[config.mk]
export PLATFORM = sky130hd
export DESIGN_NAME = ldo_merge
export DESIGN_NICKNAME = d
export VERILOG_FILES = /design/src/rtl/ldo_pkg.sv /design/src/rtl/ldo_merge.sv
export SDC_FILE = /design/constraint.sdc
export NUM_CORES = 1
export LEC_CHECK = 0
export ABC_AREA = 0
export BUFFER_PORTS_ARGS = -buffer_cell sky130_fd_sc_hd__clkbuf_2
export CELL_PAD_IN_SITES_DETAIL_PLACEMENT = 0
export CELL_PAD_IN_SITES_GLOBAL_PLACEMENT = 1
export CORE_AREA = 2 2 200 202
export CTS_CLUSTER_DIAMETER = 60
export DETAILED_ROUTE_END_ITERATION = 6
export DIE_AREA = 0 0 202 204
export GPL_TIMING_DRIVEN = 0
export PLACE_DENSITY = 0.59
export SLEW_MARGIN = 10
export SYNTH_ARGS = -nofsm -noshare
export SYNTH_HDL_FRONTEND = slang
export SYNTH_SLANG_ARGS = --single-unit
[constraint.sdc]
create_clock -name clk -period 0.8 [get_ports clk]
set_input_delay 0.12 -clock clk [delete_from_list [all_inputs] [get_ports clk]]
set_output_delay 0.12 -clock clk [all_outputs]
set_load 0.02 [all_outputs]
[src/rtl/ldo_pkg.sv]
// Shared types, register codes and observer gains for the LIP disturbance observer.
// No dependencies; used by the lane, merge stage, top level and checker.

package ldo_pkg;

  localparam int DATA_W      = 32;
  localparam int IN_TDATA_W  = 192;  // six 32-bit fields
  localparam int IN_TUSER_W  = 2;    // enable, restart
  localparam int OUT_TDATA_W = 256;  // eight 32-bit estimates
  localparam int CFG_ADDR_W  = 3;

  typedef enum logic [CFG_ADDR_W-1:0] {
    REG_COSH      = 3'd0,
    REG_SINH_ETA  = 3'd1,
    REG_ETA_SINH  = 3'd2,
    REG_STEP      = 3'd3,
    REG_RATE_GAIN = 3'd4,
    REG_OFFSET_X  = 3'd5,
    REG_INIT_X    = 3'd6,
    REG_INIT_Y    = 3'd7
  } cfg_reg_t;

  localparam logic [31:0] COSH_RST      = 32'd65581;
  localparam logic [31:0] SINH_ETA_RST  = 32'd655;
  localparam logic [31:0] ETA_SINH_RST  = 32'd8926;
  localparam logic [30:0] STEP_RST      = 31'd655;
  localparam logic [31:0] RATE_GAIN_RST = 32'd0;
  localparam logic [31:0] OFFSET_X_RST  = 32'd3277;
  localparam logic [31:0] INIT_X_RST    = 32'd0;
  localparam logic [31:0] INIT_Y_RST    = 32'd0;

  // control from the pipeline to both lanes
  typedef struct packed {
    logic s1_go;    // latch products
    logic s2_go;    // commit new state
    logic restart;
    logic update;
  } lane_ctl_t;

  // observer gain matrix G in units of 1e-5, row-major 4x2 (pos, zmp columns)
  localparam longint GAIN_E5 [8] = '{
    64'sd90131, 64'sd0, 64'sd2618387, 64'sd3266,
    64'sd0, 64'sd50000, 64'sd23994774, 64'sd653262
  };

  // gain rounded to nearest with frac fraction bits
  function automatic longint gain_q(input int idx, input int frac);
    return (GAIN_E5[idx] * (longint'(1) << frac) + 64'sd50000) / 64'sd100000;
  endfunction

endpackage

[src/rtl/ldo_merge.sv]
// Merge stage: clamps both lanes' estimates to 32 bits and packs the output word.
// Depends on ldo_pkg (output widths).

module ldo_merge #(
  parameter int WORD_BITS = 32
) (
  input  logic                                clk,
  input  logic                                load,
  input  logic [3:0][WORD_BITS-1:0]           est_x,
  input  logic [3:0][WORD_BITS-1:0]           est_y,
  output logic [ldo_pkg::OUT_TDATA_W-1:0]     tdata
);

  localparam int DW = ldo_pkg::DATA_W;
  localparam int EW = (WORD_BITS > DW) ? WORD_BITS : DW;
  localparam logic signed [EW-1:0] O_MAX = EW'(longint'(32'h7FFF_FFFF));
  localparam logic signed [EW-1:0] O_MIN = -O_MAX - EW'(1);

  function automatic logic [DW-1:0] out32(input logic signed [WORD_BITS-1:0] v);
    logic signed [EW-1:0] e;
    e = EW'(v);
    if (e > O_MAX) return DW'(O_MAX);
    if (e < O_MIN) return DW'(O_MIN);
    return DW'(e);
  endfunction

  logic [ldo_pkg::OUT_TDATA_W-1:0] tdata_nxt;
  logic [ldo_pkg::OUT_TDATA_W-1:0] tdata_r;

  always_comb begin
    for (int i = 0; i < 4; i++) begin
      tdata_nxt[DW*i +: DW]       = out32($signed(est_x[i]));
      tdata_nxt[DW*(i + 4) +: DW] = out32($signed(est_y[i]));
    end
  end

  always_ff @(posedge clk) begin
    if (load) begin
      tdata_r <= tdata_nxt;
    end
  end

  assign tdata = tdata_r;

endmodule

==> summary.md, run 1 <==
| Metric | Value |
|---|---|
| Outcome | `finished, violations left` |
| Failing checks | `negative setup slack` |
| Buf+Inv Stages, Crit Path | `1` |
| Net switching power | `approximately 8800 µW` |
| Final Hold Fails | `0` |
| Crit path max-delay family | `flip-flops` |
| Tightest Pin Transition | `421 ps` |
| Critical Path Start Type | `register` |
| CP startpoint | `tdata[11]` |
| Worst Slack Setup Final | `-458 ps` |
| Arr. time, crit path | `between 1000 and 1500 ps` |
| Worst hold path depth | `1` |
| Max Cap Viol | `0` |
| Share of layout cells above drive strength 1 | `approximately 28%` |
| Share of the synthesized area in the top cell type | `between 80 and 90%` |
| Clk pwr share | `40.5%` |
| Finished Cell Area | `roughly 16000 µm²` |
| Iteration-0 DRC Markers | `approximately 230` |
| Placed cell areas | `10700 µm²` |
| Total chip power | `approximately 36000 µW` |
| CP required | `~680 ps` |
| Most common cell after layout, fill and taps aside | `clkbuf_1` |
| Synthesized cell area | `8650 µm²` |
| Switching part of the total | `between 20% and 30%` |
| Hold_sp | `load` |
| WL met2 | `roughly 14000 µm` |
| Num CTS Buffers | `34` |
| Rows | `73` |
| Nets | `~1300` |
| DRT Wirelength | `25800 µm` |
| Setup CP Type | `reg2out` |
| HP Class | `in2reg` |
| TritonCTS clock tree | `built` |
| Core area | `about 39000 µm²` |
| RSZ-0062 raised after global routing | `yes` |
| Slowest cell delay on critical path | `roughly 450 ps` |
| Final core occ | `about two fifths` |
| Register area share after synthesis | `between 80% and 90%` |
| Initial antenna violation count | `2` |
| Critical-path cell list | `buf_6` |
| Met3 Routed Length | `~2400 µm` |
| Setup bufs post-CTS | `0` |
| Max transition margin | `between 70% and 80%` |
| Max FFs per register | `about 260` |
| Layout Area Growth over Synthesis | `79.9%` |
| Largest area contributor in the netlist | `edfxtp_1` |
| Synth Warn # | `0` |
| Vias in the first global route | `around 6000` |
| Register area | `between 7000 and 8000 µm²` |
| DRC Markers | `0` |
| Drt via density | `3.59` |
| Final ANT Viol Nets | `0` |
| TritonRoute pass-1 iters | `6` |
| Mapped Cells | `512` |
| Wl on met1 | `9030 µm` |
| Largest net degree at the start of global routing | `just over 80` |
| Final min period | `1260 ps` |
| Clock Path Buffers | `3` |
| Sequential Power Share | `~45%` |
| Synth top area cells | `edfxtp_1 (89%), clkbuf_1 (11%)` |
| H-tree depth | `2` |
| Initial Util | `22.1%` |
| Critical path capture point type | `output pin` |
| Most frequent cells in the layout | `clkbuf_1 (263), dlygate4sd3_1 (256), edfxtp_1 (256), buf_6 (163), buf_2 (70)` |
| CP max FO | `1` |
| DP Cell Count | `around 1300` |
| Non-filler cells in the finished layout | `1614` |
| VDD IR max | `roughly 1900 µV` |
| Total GRT Usage | `11.4%` |
| Die Footprint | `just over 40000 µm²` |
| Final Setup Violations | `256` |
| Smallest hold slack | `about 120 ps` |
| I/O Pins | `~510` |
| First-pass GRT wire length | `approximately 35000 µm` |
| Post-synthesis register bit count | `256` |
| Post-Syn Area per Cell | `around 17 µm²` |
| Die height | `between 200 and 250 µm` |
| Synthesized Nets | `between 700 and 800` |
| Post-synth cell types | `2` |
| Via count | `about 5800` |
| Total leakage power | `0.00589 µW` |
| Wire per inst | `16.0 µm` |
| Multi-input gates | `0` |
| Multi-input gate area | `0 µm²` |
| Congestion Overflow GR | `0` |
| Port Buffers | `around 260` |
| Maximum clock frequency | `between 700 and 800 MHz` |
| Highest metal used | `met5` |
| Fill cell count | `approximately 3500` |
| Slew Limit Fails | `0` |
| Hold Path Sink | `tdata[98]` |
| Die Span X | `around 200 µm` |
| Clk slew on worst S/H paths | `about 60 ps` |
| Comb pwr share | `14.2%` |
| Final worst-path cycle share | `157%` |
| Clock root buffer | `clkbuf_16` |
| Gpl congestion | `0.746` |
| Internal power | `around 27000 µW` |
| Slowest CP cell | `edfxtp_1` |
| PD cells | `~2300 nW/µm²` |
| CTS sink cnt | `~260` |
-- how the worst max path moves through the flow --
| stage | slack, ps | depth (start not counted) | end |
|---|---|---|---|
| 6_report | -460 | 1 | tdata[11] |
| 5_1_grt | -500 | 1 | tdata[11] |
| 4_1_cts | -520 | 1 | tdata[193] |
| 3_5_place_dp | -810 | 2 | tdata[239] |
| 3_3_place_gp | -4500 | 1 | tdata[220] |
| 2_1_floorplan | 230 | 0 | tdata[0] |
-- final cells by class --
class                 instances  share of cell area [%]
Sequential cell             256                    49.4
Timing Repair Buffer        517                    33.1
Buffer                      256                    6.18
Clock buffer                 44                    6.12
Tap cell                    525                    4.22
Clock inverter               15                   0.925
Antenna cell                  1                  0.0161
-- Yosys cell counts --
cell type,instances
edfxtp_1,256
clkbuf_1,256
-- logic make-up after synthesis --
kind of cell  after synthesis  synth area share [%]
buf+inv                   256                  11.1
flops                     256                  88.9
-- through the flow --
stage          setup TNS (ps)  worst slack (ps)
5_1_grt               -108160              -498
2_1_floorplan               0               231
4_1_cts               -107000              -523
3_5_place_dp          -158220              -815
3_3_place_gp         -1144440             -4500
6_report               -94170              -458
-- per-layer routing --
layer / up-vias / GRT usage, %
met5: - / 0
met4: 2 / 5.41
met3: 45 / 4.15
met2: 316 / 20.7
met1: 2743 / 11.6
li1: 2681 / -
-- power by group through the flow --
stage / Clock, µW / Combinational [µW] / Sequential [µW]
final: 14700 / 5160 / 16400
after global routing: 15600 / 5420 / 16500
after CTS: 15200 / 4380 / 16300
after detailed placement: 0 / 3230 / 16600
after global placement: 0 / 3180 / 16600
after floorplan: 0 / 371 / 17900
-- what timing repair did --
action | CTS | global route
gates resized for setup | 39 | 565
cloned | 1 | 1
hold endpoints to repair | 256 | 0
setup endpoints to repair | 443 | 317
hold buffers | 256 | 0
pin swaps | 0 | 0
Power figures use the tool's default switching activity.
==> run 2: changes to the inputs <==
- CORE_AREA: 2 2 200 202 -> 2 2 197 199
- CTS_BUF_LIST: not set -> sky130_fd_sc_hd__clkbuf_4
- DIE_AREA: 0 0 202 204 -> 0 0 199 201
- HOLD_SLACK_MARGIN: not set -> 0.02
- PLACE_DENSITY: 0.59 -> not set
- PLACE_DENSITY_LB_ADDON: not set -> 0.1
==> run 2 against run 1 <==
  * Area after synthesis did not move
  * Synthesized cell count unchanged
  * The flow now stops in clock tree synthesis (4_1_cts)
==> summary.md, run 2 <==
| Metric | Value |
|---|---|
| Pre-CTS WS | `-1270 ps (was -815 ps)` |
| Initial Util | `22.7% (was 22.1%)` |
| Post-Syn Area per Cell | `16.9 µm² (unchanged)` |
| Register area share after synthesis | `88.9% (unchanged)` |
| Post-CTS Resized | `43 (was 39)` |
| CTS sink cnt | `256 (unchanged)` |
| Largest area contributor in the netlist | `edfxtp_1 (unchanged)` |
| Synth Flop Type | `edfxtp_1 (unchanged)` |
| Synthesized cell area | `8650 µm² (unchanged)` |
| H-tree depth | `3 (was 2)` |
| Clock root buffer | `clkbuf_4 (was clkbuf_16)` |
| Rows | `72 (was 73)` |
| Mapped Cells | `512 (unchanged)` |
| Setup bufs post-CTS | `0 (unchanged)` |
| Dpl hpwl | `around 18000 µm` |
| Post-synth cell types | `2 (unchanged)` |
| I/O Pins | `514 (unchanged)` |
| Num CTS Buffers | `73 (was 34)` |
| Die Span X | `199 µm (was 202 µm)` |
| Number of flops mapped to enable cells by yosys | `256 (unchanged)` |
| Synth top area cells | `edfxtp_1 (89%), clkbuf_1 (11%) (unchanged)` |
| Die height | `201 µm (was 204 µm)` |
| Halt Stage | `clock tree synthesis (4_1_cts)` |
| Gpl congestion | `0.716 (was 0.746)` |
| Outcome | `aborted with a tool error (was finished, violations left)` |
| Post-synth ARST share | `0% (unchanged)` |
| Post-synthesis register bit count | `256 (unchanged)` |
| Clock Path Buffers | `3 (unchanged)` |
| Stop err | `[ERROR RSZ-0060] Max buffer count reached.` |
| Placed cell areas | `10600 µm² (was 10700 µm²)` |
| Synth Warn # | `0 (unchanged)` |
| Share of the synthesized area in the top cell type | `88.9% (unchanged)` |
| Synthesized Nets | `770 (unchanged)` |
| Cts hold-fix bufs | `283 (was 256)` |
| Top cells by count, synth | `clkbuf_1 (256), edfxtp_1 (256) (unchanged)` |
| Port Buffers | `257 (unchanged)` |
## run 2: cell families after synthesis
kind of cell / after synthesis / share of synthesized area [%]
DFF: 256 / 88.9
buffers and inverters: 256 / 11.1
## run 2: metrics by stage
step | setup TNS (ps) | std cells | hold slack (ps)
floorplan | 0 | 512 | 232
global placement | -1067620 | 1287 | 287
detailed placement | -202100 | 1289 | 290
==> run 3: changes to the inputs <==
- CELL_PAD_IN_SITES_DETAIL_PLACEMENT: 0 -> not set
- CELL_PAD_IN_SITES_GLOBAL_PLACEMENT: 1 -> not set
- CORE_AREA: 2 2 197 199 -> 2 2 201 203
- CTS_BUF_LIST: sky130_fd_sc_hd__clkbuf_4 -> not set
- CTS_CLUSTER_DIAMETER: 60 -> not set
- DIE_AREA: 0 0 199 201 -> 0 0 203 205
- HOLD_SLACK_MARGIN: 0.02 -> not set
- PLACE_DENSITY_LB_ADDON: 0.1 -> 0.15
==> run 3 against run 2 <==
  * The flow now finishes, with violations (negative setup slack)
==> summary.md, run 3 (same netlist as run 1, synthesis figures left out) <==
| Metric | Value |
|---|---|
| Dpl hpwl | `16900 µm (was 18000 µm)` |
| Final Setup Violations | `~260` |
| Critical path capture point type | `output pin` |
| Largest net degree at the start of global routing | `90` |
| PD cells | `2230 nW/µm²` |
| CP max FO | `1` |
| Die Footprint | `about 42000 µm²` |
| TritonCTS clock tree | `built` |
| Critical-path cell list | `clkbuf_8` |
| CP required | `slightly below 700 ps` |
| Initial antenna violation count | `0` |
| H-tree depth | `1 (was 3)` |
| Tightest Pin Transition | `around 430 ps` |
| Setup CP Type | `reg2out` |
| Die Span X | `203 µm (was 199 µm)` |
| I/O Pins | `514 (unchanged)` |
| Final min period | `1280 ps` |
| Diodes inserted | `0` |
| Total GRT Usage | `10.7%` |
| RSZ-0062 raised after global routing | `yes` |
| TritonRoute pass-1 iters | `4` |
| Iteration-0 DRC Markers | `192` |
| CTS sink cnt | `256 (unchanged)` |
| Final worst-path cycle share | `159%` |
| Multi-input gates | `0` |
| Die height | `205 µm (was 201 µm)` |
| Maximum clock frequency | `approximately 800 MHz` |
| Layout Area Growth over Synthesis | `78.5%` |
| Clock Path Buffers | `3 (unchanged)` |
| Rows | `73 (was 72)` |
| Congestion Overflow GR | `0` |
| Sum Neg Setup Slack | `-100840 ps` |
| Port Buffers | `257 (unchanged)` |
| Final Hold Fails | `0` |
| Max transition margin | `between 70% and 80%` |
| Via count | `5723` |
| Multi-input gate area | `0 µm²` |
| DP Cell Count | `1296 (was 1289)` |
| Slowest cell delay on critical path | `about 420 ps` |
| Arr. time, crit path | `between 1000 and 1500 ps` |
| Clock root buffer | `clkbuf_16 (was clkbuf_4)` |
| First-pass GRT wire length | `34200 µm` |
| Max Cap Viol | `0` |
| Num CTS Buffers | `30 (was 73)` |
| Worst Slack Setup Final | `-476 ps` |
| Share of layout cells above drive strength 1 | `between 20 and 30%` |
| Most frequent cells in the layout | `clkbuf_1 (261), dlygate4sd3_1 (256), edfxtp_1 (256), buf_6 (178), buf_2 (55)` |
| DRT Wirelength | `24600 µm` |
| Crit path max-delay family | `flip-flops` |
| Total leakage power | `roughly 0.0058 µW` |
| Drt via density | `3.57` |
| Final ANT Viol Nets | `0` |
| Vias in the first global route | `6136` |
| VDD IR max | `between 1000 and 1500 µV` |
| Slowest CP cell | `edfxtp_1` |
| DRC Markers | `0` |
| Core area | `around 39000 µm²` |
| Wire per inst | `15.4 µm` |
| HP Class | `in2reg` |
| Slew Limit Fails | `0` |
| Critical Path Start Type | `register` |
| Nets | `about 1300` |
| Clk slew on worst S/H paths | `approximately 60 ps` |
| Non-filler cells in the finished layout | `about 1600` |
| Gpl congestion | `0.717 (was 0.716)` |
| Failing checks | `negative setup slack` |
| Most common cell after layout, fill and taps aside | `clkbuf_1` |
| Max FFs per register | `~260` |
| Outcome | `finished, violations left (was aborted with a tool error)` |
| Buf+Inv Stages, Crit Path | `1` |
| Initial Util | `22.0% (was 22.7%)` |
==> run 3: path summary, 6_finish.rpt <==
check / startpoint / depth (start not counted) / endpoint / slack [ps]
worst max-delay path: tdata[231] / 1 / tdata[231] / -480
worst min-delay path: load / 1 / tdata[95] / 90
==> run 3: layout make-up <==
| cell class | instances | area (µm²) |
|---|---|---|
| fill | 3673 | 23900 |
| sequential | 256 | 7690 |
| timing repair buffer | 517 | 5210 |
| buffer | 256 | 961 |
| clock buffer | 36 | 795 |
| tap | 525 | 657 |
| clock inverter | 15 | 126 |
==> run 3: metal layers <==
metal / track usage (%) / part of all wire [%]
met1: 11.0 / 35
met2: 20.0 / 54
met3: 3.69 / 9.4
met4: 3.96 / 2.3
met5: 0 / 0
==> run 3: report_power, final <==
part           switching, µW  internal [µW]  total, µW
Sequential               419          16000      16400
Clock                   5230           7630      12900
Combinational           2490           2710       5200
Total                   8140          26300      34400
==> run 3: through the flow <==
stage	worst slack (ps)	hold WS (ps)	total power, µW	util [%]	cell area, µm²
after floorplan	231	232	18300	-	8650
after global placement	-4790	288	19900	26.9	10600
after detailed placement	-789	290	19800	27.1	10700
after CTS	-541	55.6	34000	36.3	14300
after global routing	-525	83.3	35800	39.2	15400
final	-476	87.6	34400	39.2	15400
==> run 3: what timing repair did <==
action | CTS | global route
setup endpoints to repair | 441 | 343
gates cloned | 1 | 1
gates resized for setup | 30 | 598
hold buffers | 256 | 0
pin swaps | 0 | 0
endpoints found under the hold margin | 256 | 0
buffers inserted | 0 | 0
